[src/design/cmc_pkg.sv]
`timescale 1ns / 1ps
`default_nettype none

package cmc_pkg;

    // frame geometry limits
    localparam int MAX_WIDTH  = 4096;
    localparam int MAX_HEIGHT = 4096;

    // field widths
    localparam int PIX_W   = 8;
    localparam int POS_W   = 12;
    localparam int OUT_W   = 13;
    localparam int WID_W   = 13;
    localparam int COLOR_W = 24;
    localparam int THR_W   = 18;
    localparam int SQ_W    = 16;
    localparam int DIST_W  = 18;
    localparam int SUM_W   = 37;
    localparam int CNT_W   = 25;
    localparam int MARKERS = 2;

    // configuration port
    localparam int CFG_IDX_W  = 2;
    localparam int CFG_DATA_W = 24;
    localparam logic [CFG_IDX_W-1:0] CFG_IMAGE_WIDTH   = 2'd0;
    localparam logic [CFG_IDX_W-1:0] CFG_FIRST_COLOR   = 2'd1;
    localparam logic [CFG_IDX_W-1:0] CFG_SECOND_COLOR  = 2'd2;
    localparam logic [CFG_IDX_W-1:0] CFG_THRESHOLD     = 2'd3;

    localparam logic [WID_W-1:0]   RST_IMAGE_WIDTH  = 13'd640;
    localparam logic [COLOR_W-1:0] RST_FIRST_COLOR  = 24'hED1C24;
    localparam logic [COLOR_W-1:0] RST_SECOND_COLOR = 24'h22B14C;
    localparam logic [THR_W-1:0]   RST_THRESHOLD    = 18'd300;

    // frame queue between front and back; depth must be a power of two
    localparam int QDEPTH = 2;
    localparam int Q_AW   = $clog2(QDEPTH);
    localparam int Q_CW   = $clog2(QDEPTH + 1);

    localparam logic [OUT_W-1:0] COORD_NONE = {OUT_W{1'b1}};

    typedef struct packed {
        logic [MARKERS-1:0][SUM_W-1:0] sum_x;
        logic [MARKERS-1:0][SUM_W-1:0] sum_y;
        logic [MARKERS-1:0][CNT_W-1:0] count;
    } t_frame_sums;

    typedef struct packed {
        logic             start;
        logic [SUM_W-1:0] dividend;
        logic [CNT_W-1:0] divisor;
    } t_div_req;

    typedef struct packed {
        logic             done;
        logic [SUM_W-1:0] quotient;
    } t_div_rsp;

    typedef logic [2:0][SQ_W-1:0] t_sq3;

    function automatic logic [SQ_W-1:0] sq_diff(input logic [PIX_W-1:0] a,
                                                 input logic [PIX_W-1:0] b);
        logic signed [PIX_W:0]     d;
        logic signed [2*PIX_W+1:0] p;
        d = $signed({1'b0, a}) - $signed({1'b0, b});
        p = d * d;
        return p[SQ_W-1:0];
    endfunction

endpackage

`default_nettype wire

[src/design/cmc_front.sv]
`timescale 1ns / 1ps
`default_nettype none

module cmc_front (
    input  wire logic                          i_clk,
    input  wire logic                          i_rst_n,
    input  wire logic                          i_cfg_we,
    input  wire logic [cmc_pkg::CFG_IDX_W-1:0]  i_cfg_index,
    input  wire logic [cmc_pkg::CFG_DATA_W-1:0] i_cfg_data,
    input  wire logic                          i_valid,
    output logic                               o_stall,
    input  wire logic [cmc_pkg::PIX_W-1:0]      i_red,
    input  wire logic [cmc_pkg::PIX_W-1:0]      i_green,
    input  wire logic [cmc_pkg::PIX_W-1:0]      i_blue,
    input  wire logic                          i_last_pixel,
    input  wire logic [cmc_pkg::Q_CW-1:0]       i_q_count,
    output logic                               o_push,
    output cmc_pkg::t_frame_sums               o_sums
);
    import cmc_pkg::*;

    logic [WID_W-1:0]   r_image_width;
    logic [COLOR_W-1:0] r_color [MARKERS];
    logic [THR_W-1:0]   r_threshold;

    logic [POS_W-1:0] r_col, r_row;

    logic               r_s1_vld, r_s1_last;
    logic [POS_W-1:0]   r_s1_x, r_s1_y;
    t_sq3               r_s1_sq [MARKERS];

    logic               r_s2_vld, r_s2_last;
    logic [POS_W-1:0]   r_s2_x, r_s2_y;
    logic [MARKERS-1:0] r_s2_hit;

    t_frame_sums r_acc, n_acc;

    logic             accept;
    logic [WID_W-1:0] next_col;
    logic [Q_CW:0]    pending;

    // frames already queued plus end-of-frame beats still in the pipe
    assign pending = {1'b0, i_q_count} + (Q_CW+1)'(r_s1_vld & r_s1_last)
                   + (Q_CW+1)'(r_s2_vld & r_s2_last);
    assign o_stall = pending >= (Q_CW+1)'(QDEPTH);
    assign accept  = i_valid & ~o_stall;
    assign next_col = {1'b0, r_col} + WID_W'(1);

    always_ff @(posedge i_clk) begin
        if (!i_rst_n) begin
            r_image_width <= RST_IMAGE_WIDTH;
            r_color[0]    <= RST_FIRST_COLOR;
            r_color[1]    <= RST_SECOND_COLOR;
            r_threshold   <= RST_THRESHOLD;
        end else if (i_cfg_we) begin
            case (i_cfg_index)
                CFG_IMAGE_WIDTH:  r_image_width <= i_cfg_data[WID_W-1:0];
                CFG_FIRST_COLOR:  r_color[0]    <= i_cfg_data[COLOR_W-1:0];
                CFG_SECOND_COLOR: r_color[1]    <= i_cfg_data[COLOR_W-1:0];
                CFG_THRESHOLD:    r_threshold   <= i_cfg_data[THR_W-1:0];
                default: ;
            endcase
        end
    end

    // raster position
    always_ff @(posedge i_clk) begin
        if (!i_rst_n) begin
            r_col <= '0;
            r_row <= '0;
        end else if (accept) begin
            if (i_last_pixel) begin
                r_col <= '0;
                r_row <= '0;
            end else if (next_col >= r_image_width || next_col >= WID_W'(MAX_WIDTH)) begin
                r_col <= '0;
                if (r_row == POS_W'(MAX_HEIGHT - 1)) begin
                    r_row <= '0;
                end else begin
                    r_row <= r_row + POS_W'(1);
                end
            end else begin
                r_col <= next_col[POS_W-1:0];
            end
        end
    end

    // stage 1: squared channel differences
    always_ff @(posedge i_clk) begin
        if (!i_rst_n) begin
            r_s1_vld <= 1'b0;
        end else begin
            r_s1_vld <= accept;
        end
    end

    always_ff @(posedge i_clk) begin
        if (accept) begin
            r_s1_last <= i_last_pixel;
            r_s1_x    <= r_col;
            r_s1_y    <= r_row;
            for (int m = 0; m < MARKERS; m++) begin
                r_s1_sq[m][0] <= sq_diff(i_red,   r_color[m][23:16]);
                r_s1_sq[m][1] <= sq_diff(i_green, r_color[m][15:8]);
                r_s1_sq[m][2] <= sq_diff(i_blue,  r_color[m][7:0]);
            end
        end
    end

    // stage 2: distance against threshold
    always_ff @(posedge i_clk) begin
        if (!i_rst_n) begin
            r_s2_vld <= 1'b0;
        end else begin
            r_s2_vld <= r_s1_vld;
        end
    end

    always_ff @(posedge i_clk) begin
        if (r_s1_vld) begin
            r_s2_last <= r_s1_last;
            r_s2_x    <= r_s1_x;
            r_s2_y    <= r_s1_y;
            for (int m = 0; m < MARKERS; m++) begin
                r_s2_hit[m] <= (DIST_W'(r_s1_sq[m][0]) + DIST_W'(r_s1_sq[m][1])
                              + DIST_W'(r_s1_sq[m][2])) <= r_threshold;
            end
        end
    end

    // stage 3: accumulate; hand the finished frame to the queue
    always_comb begin
        n_acc = r_acc;
        for (int m = 0; m < MARKERS; m++) begin
            if (r_s2_hit[m]) begin
                n_acc.sum_x[m] = r_acc.sum_x[m] + SUM_W'(r_s2_x);
                n_acc.sum_y[m] = r_acc.sum_y[m] + SUM_W'(r_s2_y);
                n_acc.count[m] = r_acc.count[m] + CNT_W'(1);
            end
        end
    end

    always_ff @(posedge i_clk) begin
        if (!i_rst_n) begin
            r_acc <= '0;
        end else if (r_s2_vld) begin
            if (r_s2_last) begin
                r_acc <= '0;
            end else begin
                r_acc <= n_acc;
            end
        end
    end

    assign o_push = r_s2_vld & r_s2_last;
    assign o_sums = n_acc;

endmodule

`default_nettype wire

[src/design/cmc_queue.sv]
`timescale 1ns / 1ps
`default_nettype none

module cmc_queue (
    input  wire logic                    i_clk,
    input  wire logic                    i_rst_n,
    input  wire logic                    i_push,
    input  cmc_pkg::t_frame_sums         i_data,
    input  wire logic                    i_pop,
    output cmc_pkg::t_frame_sums         o_head,
    output logic                         o_not_empty,
    output logic [cmc_pkg::Q_CW-1:0]     o_count
);
    import cmc_pkg::*;

    t_frame_sums      r_mem [QDEPTH];
    logic [Q_AW-1:0]  r_wp, r_rp;
    logic [Q_CW-1:0]  r_count;

    always_ff @(posedge i_clk) begin
        if (i_push) begin
            r_mem[r_wp] <= i_data;
        end
    end

    // pointers wrap by overflow
    always_ff @(posedge i_clk) begin
        if (!i_rst_n) begin
            r_wp    <= '0;
            r_rp    <= '0;
            r_count <= '0;
        end else begin
            if (i_push) begin
                r_wp <= r_wp + Q_AW'(1);
            end
            if (i_pop) begin
                r_rp <= r_rp + Q_AW'(1);
            end
            case ({i_push, i_pop})
                2'b10:   r_count <= r_count + Q_CW'(1);
                2'b01:   r_count <= r_count - Q_CW'(1);
                default: r_count <= r_count;
            endcase
        end
    end

    assign o_head      = r_mem[r_rp];
    assign o_not_empty = r_count != '0;
    assign o_count     = r_count;

endmodule

`default_nettype wire

[src/design/cmc_divider.sv]
`timescale 1ns / 1ps
`default_nettype none

module cmc_divider (
    input  wire logic          i_clk,
    input  wire logic          i_rst_n,
    input  cmc_pkg::t_div_req  i_req,
    output cmc_pkg::t_div_rsp  o_rsp
);
    import cmc_pkg::*;

    localparam int STEP_W = $clog2(SUM_W);

    logic               r_busy, r_done;
    logic [STEP_W-1:0]  r_step;
    logic [SUM_W-1:0]   r_quo;
    logic [CNT_W-1:0]   r_rem, r_dvs;
    logic [CNT_W:0]     rem_sh;
    logic               fits;

    // restoring division, one quotient bit per cycle
    assign rem_sh = {r_rem, r_quo[SUM_W-1]};
    assign fits   = rem_sh >= {1'b0, r_dvs};

    always_ff @(posedge i_clk) begin
        if (!i_rst_n) begin
            r_busy <= 1'b0;
            r_done <= 1'b0;
            r_step <= '0;
        end else begin
            r_done <= 1'b0;
            if (i_req.start) begin
                r_busy <= 1'b1;
                r_step <= '0;
            end else if (r_busy) begin
                if (r_step == STEP_W'(SUM_W - 1)) begin
                    r_busy <= 1'b0;
                    r_done <= 1'b1;
                end
                r_step <= r_step + STEP_W'(1);
            end
        end
    end

    always_ff @(posedge i_clk) begin
        if (i_req.start) begin
            r_quo <= i_req.dividend;
            r_rem <= '0;
            r_dvs <= i_req.divisor;
        end else if (r_busy) begin
            r_quo <= {r_quo[SUM_W-2:0], fits};
            if (fits) begin
                r_rem <= CNT_W'(rem_sh - {1'b0, r_dvs});
            end else begin
                r_rem <= rem_sh[CNT_W-1:0];
            end
        end
    end

    assign o_rsp.done     = r_done;
    assign o_rsp.quotient = r_quo;

endmodule

`default_nettype wire

[src/design/cmc_back.sv]
`timescale 1ns / 1ps
`default_nettype none

module cmc_back (
    input  wire logic                      i_clk,
    input  wire logic                      i_rst_n,
    input  cmc_pkg::t_frame_sums           i_head,
    input  wire logic                      i_not_empty,
    output logic                           o_pop,
    output logic                           o_valid,
    input  wire logic                      i_stall,
    output logic                           o_first_found,
    output logic signed [cmc_pkg::OUT_W-1:0] o_first_x,
    output logic signed [cmc_pkg::OUT_W-1:0] o_first_y,
    output logic                           o_second_found,
    output logic signed [cmc_pkg::OUT_W-1:0] o_second_x,
    output logic signed [cmc_pkg::OUT_W-1:0] o_second_y
);
    import cmc_pkg::*;

    localparam logic [1:0] ST_IDLE  = 2'd0;
    localparam logic [1:0] ST_START = 2'd1;
    localparam logic [1:0] ST_WAIT  = 2'd2;
    localparam logic [1:0] ST_OUT   = 2'd3;

    logic [1:0]       r_state;
    logic [1:0]       r_sel;      // [1] marker, [0] 0 = x, 1 = y
    logic [OUT_W-1:0] r_res [4];
    logic             r_valid;

    t_div_req div_req;
    t_div_rsp div_rsp;
    logic     load;
    logic     found0, found1;

    always_comb begin
        div_req.start    = r_state == ST_START;
        div_req.dividend = r_sel[0] ? i_head.sum_y[r_sel[1]] : i_head.sum_x[r_sel[1]];
        div_req.divisor  = i_head.count[r_sel[1]];
    end

    cmc_divider u_div (
        .i_clk   (i_clk),
        .i_rst_n (i_rst_n),
        .i_req   (div_req),
        .o_rsp   (div_rsp)
    );

    assign load   = (r_state == ST_OUT) && (!r_valid || !i_stall);
    assign o_pop  = load;
    assign found0 = i_head.count[0] != '0;
    assign found1 = i_head.count[1] != '0;

    always_ff @(posedge i_clk) begin
        if (!i_rst_n) begin
            r_state <= ST_IDLE;
            r_sel   <= '0;
        end else begin
            case (r_state)
                ST_IDLE: begin
                    if (i_not_empty) begin
                        r_sel   <= '0;
                        r_state <= ST_START;
                    end
                end
                ST_START: r_state <= ST_WAIT;
                ST_WAIT: begin
                    if (div_rsp.done) begin
                        if (r_sel == 2'd3) begin
                            r_state <= ST_OUT;
                        end else begin
                            r_sel   <= r_sel + 2'd1;
                            r_state <= ST_START;
                        end
                    end
                end
                ST_OUT: begin
                    if (load) begin
                        r_state <= ST_IDLE;
                    end
                end
                default: r_state <= ST_IDLE;
            endcase
        end
    end

    always_ff @(posedge i_clk) begin
        if (r_state == ST_WAIT && div_rsp.done) begin
            r_res[r_sel] <= div_rsp.quotient[OUT_W-1:0];
        end
    end

    // output register: hold while stalled
    always_ff @(posedge i_clk) begin
        if (!i_rst_n) begin
            r_valid <= 1'b0;
        end else if (load) begin
            r_valid <= 1'b1;
        end else if (!i_stall) begin
            r_valid <= 1'b0;
        end
    end

    always_ff @(posedge i_clk) begin
        if (load) begin
            o_first_found  <= found0;
            o_first_x      <= found0 ? r_res[0] : COORD_NONE;
            o_first_y      <= found0 ? r_res[1] : COORD_NONE;
            o_second_found <= found1;
            o_second_x     <= found1 ? r_res[2] : COORD_NONE;
            o_second_y     <= found1 ? r_res[3] : COORD_NONE;
        end
    end

    assign o_valid = r_valid;

endmodule

`default_nettype wire

[src/design/color_marker_centroid.sv]
`timescale 1ns / 1ps
`default_nettype none

// channel   valid         stall          payload
// ------    -----------   ------------   --------------------------------------------
// pixel     i_in_valid    o_in_stall     i_red, i_green, i_blue, i_last_pixel
// result    o_out_valid   i_out_stall    o_first_found/x/y, o_second_found/x/y
// config    i_cfg_we      -              i_cfg_index, i_cfg_data
//
// Pixels are taken one per cycle while o_in_stall is low; each passes a three-stage match
// and accumulate pipe. After the last pixel of a frame, its four centroid quotients run one
// after another through a single bit-serial divider before the result appears.
// Two finished frames can wait for the divider; the pixel side stalls only when both
// slots are spoken for. Reset restores the default registers and clears all sums.
module color_marker_centroid (
    input  wire logic                               i_clk,
    input  wire logic                               i_rst_n,
    input  wire logic                               i_cfg_we,
    input  wire logic [cmc_pkg::CFG_IDX_W-1:0]       i_cfg_index,
    input  wire logic [cmc_pkg::CFG_DATA_W-1:0]      i_cfg_data,
    input  wire logic                               i_in_valid,
    output logic                                    o_in_stall,
    input  wire logic [cmc_pkg::PIX_W-1:0]           i_red,
    input  wire logic [cmc_pkg::PIX_W-1:0]           i_green,
    input  wire logic [cmc_pkg::PIX_W-1:0]           i_blue,
    input  wire logic                               i_last_pixel,
    output logic                                    o_out_valid,
    input  wire logic                               i_out_stall,
    output logic                                    o_first_found,
    output logic signed [cmc_pkg::OUT_W-1:0]         o_first_x,
    output logic signed [cmc_pkg::OUT_W-1:0]         o_first_y,
    output logic                                    o_second_found,
    output logic signed [cmc_pkg::OUT_W-1:0]         o_second_x,
    output logic signed [cmc_pkg::OUT_W-1:0]         o_second_y
);
    import cmc_pkg::*;

    logic            push, pop, not_empty;
    t_frame_sums     push_data, head;
    logic [Q_CW-1:0] q_count;

    cmc_front u_front (
        .i_clk        (i_clk),
        .i_rst_n      (i_rst_n),
        .i_cfg_we     (i_cfg_we),
        .i_cfg_index  (i_cfg_index),
        .i_cfg_data   (i_cfg_data),
        .i_valid      (i_in_valid),
        .o_stall      (o_in_stall),
        .i_red        (i_red),
        .i_green      (i_green),
        .i_blue       (i_blue),
        .i_last_pixel (i_last_pixel),
        .i_q_count    (q_count),
        .o_push       (push),
        .o_sums       (push_data)
    );

    cmc_queue u_queue (
        .i_clk       (i_clk),
        .i_rst_n     (i_rst_n),
        .i_push      (push),
        .i_data      (push_data),
        .i_pop       (pop),
        .o_head      (head),
        .o_not_empty (not_empty),
        .o_count     (q_count)
    );

    cmc_back u_back (
        .i_clk          (i_clk),
        .i_rst_n        (i_rst_n),
        .i_head         (head),
        .i_not_empty    (not_empty),
        .o_pop          (pop),
        .o_valid        (o_out_valid),
        .i_stall        (i_out_stall),
        .o_first_found  (o_first_found),
        .o_first_x      (o_first_x),
        .o_first_y      (o_first_y),
        .o_second_found (o_second_found),
        .o_second_x     (o_second_x),
        .o_second_y     (o_second_y)
    );

endmodule

`default_nettype wire
[config.mk]
export PLATFORM = sky130hd
export DESIGN_NAME = color_marker_centroid
export DESIGN_NICKNAME = d
export VERILOG_FILES = /design/src/design/cmc_pkg.sv /design/src/design/cmc_front.sv /design/src/design/cmc_queue.sv /design/src/design/cmc_divider.sv /design/src/design/cmc_back.sv /design/src/design/color_marker_centroid.sv
export SDC_FILE = /design/constraint.sdc
export NUM_CORES = 2
export LEC_CHECK = 0
export CORE_UTILIZATION = 65
export CTS_BUF_LIST = sky130_fd_sc_hd__clkbuf_16
export DETAILED_ROUTE_END_ITERATION = 10
export DONT_BUFFER_PORTS = 1
export PLACE_DENSITY = 0.81
export SYNTH_ARGS = -nofsm -noshare
export SYNTH_HDL_FRONTEND = slang
export SYNTH_SLANG_ARGS = --single-unit
[constraint.sdc]
create_clock -name i_clk -period 18.7 [get_ports i_clk]
set_input_delay 3.74 -clock i_clk [delete_from_list [all_inputs] [get_ports i_clk]]
set_output_delay 3.74 -clock i_clk [all_outputs]
set_load 0.01 [all_outputs]
==> results.yml <==
outcome:
  status: "finished clean"
cts:
  clk_pin_slew_ps: 60
  post_cts.repair.setup_buffers: 0
  cts.repair.resized: 0
  cts_tree: "done"
  clock_path_buffers: 3
  htree_levels: 3
  clk_latency_ps: 720
  clock_sinks: 1052
  clockRootBuffer: "clkbuf_16"
  cts_hold_buffers: 0
  numCtsBuffers: 106
sta:
  hold_viol: 0
  period_minus_slack_ps: 10020
  slew_headroom_pct: 15.2
  rsz0062_at_grt: "false"
  fmax_ghz: 0.0998
  finClkSkew_ps: 55.4
  setup_viol: 0
  tightestPinTransition_ps: 1260
  fin_worst_hold_slack_ps: 416
  fin_tns_setup_ps: 0
  slew_violations: 0
  period_share_pct: 53.6
floorplan:
  die_area_mm2: 0.101
  core_mm2: 0.0986
  die_h_um: 318
  fp.dieW_um: 318
  io_pins: 112
  start_util_pct: 65.8
  rows: 115
worst_setup_path:
  start_kind: "input port"
  end_kind: "register"
  critPathLaunch: "i_green[0]"
  rrSetupSlack_ps: 11520
  crit_top_cell: "fa_1"
  slowest_delay_ps: 560
  rr_startpoint: "u_front.r_color[0][32]"
  worst_ep_arrival_time_ps: 10480
  cp.required_ps: 19170
  crit_type: "input port to register"
  cp_max_fo: 5
  cpMaxStageDelayCell: "a21boi_0"
drt:
  drtIter0Drc: 3791
  drc: 0
  routedWlPerCell_um: 20.5
  finalWirelength_mm: 148
  firstDrtPassIters: 6
  via_per_inst: 6.15
  antenna_left: 0
  vias: 44400
place:
  io_buffers: 0
  numPlacedInstances: 7019
  post-dp-hpwl_mm: 105
  gp_congestion: 0.928
layout:
  synthToLayoutAreaGrowth_pct: 7.38
  fin_util_pct: 70.7
  stdcell_count: 7222
  nNetsFinal: 6666
  drive_gt1_share_pct: 8.11
logic_synthesis:
  ys_top_cells_by_area: "edfxtp_1 35%, fa_1 9.6%, dfxtp_1 9.2%"
  synth_seq_cells: 1052
  yosysMostFrequentCell: "edfxtp_1"
  synth.net_count: 6720
  yosys_warnings: 0
  netlist_top_cells_count: "754 x edfxtp_1, 612 x inv_1, 476 x nor2_1, 459 x ha_1, 444 x nand2_1"
  ys_async_sr_fraction_pct: 0
  syn_avg_cell_area_um2: 11.0
  ys_seq_area_share_pct: 44.1
  synth_edf_count: 754
  syn_inst: 5894
  syn_area_mm2: 0.0649
  synth_cell_types: 95
  synth_top_area_share_pct: 34.9
  yosysTopAreaCell: "edfxtp_1"
  synth_top_flop_cell: "edfxtp_1"
global_route:
  antenna_found_initial: 4
  grt_usage_pct: 29.4
  grt_first_pass_wirelength_mm: 236
  grt_pass1_vias: 44700
  grt_max_degree: 92
  grt_overflow_total: 0
job:
  drv_cap: 0
min_path:
  hp-start: "u_front.r_s1_y[5]"
  hp-class: "register to register"
## worst paths after layout
check | end | cells after the start
worst max-delay path | u_front.r_s1_sq[1][31] | 26
worst min-delay path | u_front.r_s2_y[5] | 0
worst max register to register | u_front.r_s1_sq[1][31] | 25
worst min register to register | u_front.r_s2_y[5] | 0
## registers in the layout, indices dropped and copies added, names as in the netlist, 6 cells and up, named ones only
register               cells
u_back.u_div.r_step        6
u_queue.r_mem            396
u_back.r_res              52
u_back.u_div.r_rem        25
u_front.r_s1_y            12
u_front.r_s1_sq           90
u_back.o_second_y         13
u_front.r_image_width     13
u_back.o_second_x         13
u_front.r_threshold       18
u_front.r_row             12
u_back.o_first_y          13
u_back.u_div.r_dvs        25
u_front.r_s2_y            12
u_front.r_col             12
u_front.r_s1_x            12
u_front.r_color           48
u_back.o_first_x          13
u_back.u_div.r_quo        37
u_front.r_s2_x            12
u_front.r_acc            198
## per-stage QoR
step / worst slack, ps / area [um2]
6_report: 8680 / 69700
5_1_grt: 8100 / 69600
4_1_cts: 8790 / 69600
3_5_place_dp: 8080 / 66000
3_3_place_gp: 8260 / 66000
2_1_floorplan: 8670 / 64900
## cells by family after synthesis
| kind of cell | synth area share, % |
|---|---|
| XOR/XNOR | 5.70 |
| AO/OA/AOI/OAI | 10.2 |
| flip-flops | 44.1 |
| adder cells (fa/ha/maj) | 18.5 |
| AND/OR/NAND/NOR | 12.0 |
| buffers and inverters | 4.93 |
| multiplexers | 4.60 |
## per-layer routing
layer / track usage [%] / share of wire, % / vias up
li1: - / - / 20600
met1: 37.2 / 39 / 21800
met2: 51.0 / 50 / 1629
met3: 4.08 / 6.6 / 318
met4: 11.7 / 3.7 / 6
met5: 0 / 0.026 / -
## worst max-delay path: cells and delay by family
kind | cells | cell delay, ps
adder cells (fa/ha/maj) | 8 | 3370
buffers and inverters | 5 | 480
AND/OR/NAND/NOR | 3 | 440
AO/OA/AOI/OAI | 9 | 2290
XOR/XNOR | 1 | 140
## cells in the final DEF, fill, tap and decap left out, types with 31 or more instances in the layout
cell,instances
o21ai_0,235
xor2_1,127
or3_1,34
a31oi_1,102
xnor2_1,295
nor4_1,33
o21a_1,31
buf_4,38
mux4_2,99
a22oi_1,73
edfxtp_1,754
dfxtp_1,295
ha_1,459
nor2b_1,49
inv_1,630
fa_1,311
nand3_1,115
nand4_1,35
nand2_1,442
mux2_2,42
nor3_1,77
or2_2,78
a21oi_1,255
nor2_1,472
and3_1,68
nand2b_1,49
and2_1,69
clkbuf_16,114
a21o_1,88
## final cells by class
class	instances	area, um2
flip-flops and latches	1052	28600
clock buffers	114	2850
clock inverters	87	768
well taps	1287	1610
fillers	6745	28900
multi-input cells	4019	33200
diodes	2	5.00
inverters	622	2340
repair buffers	39	305
Power is not shown: default switching activity piles up to over one toggle a cycle in this logic, so the estimate is an artifact.
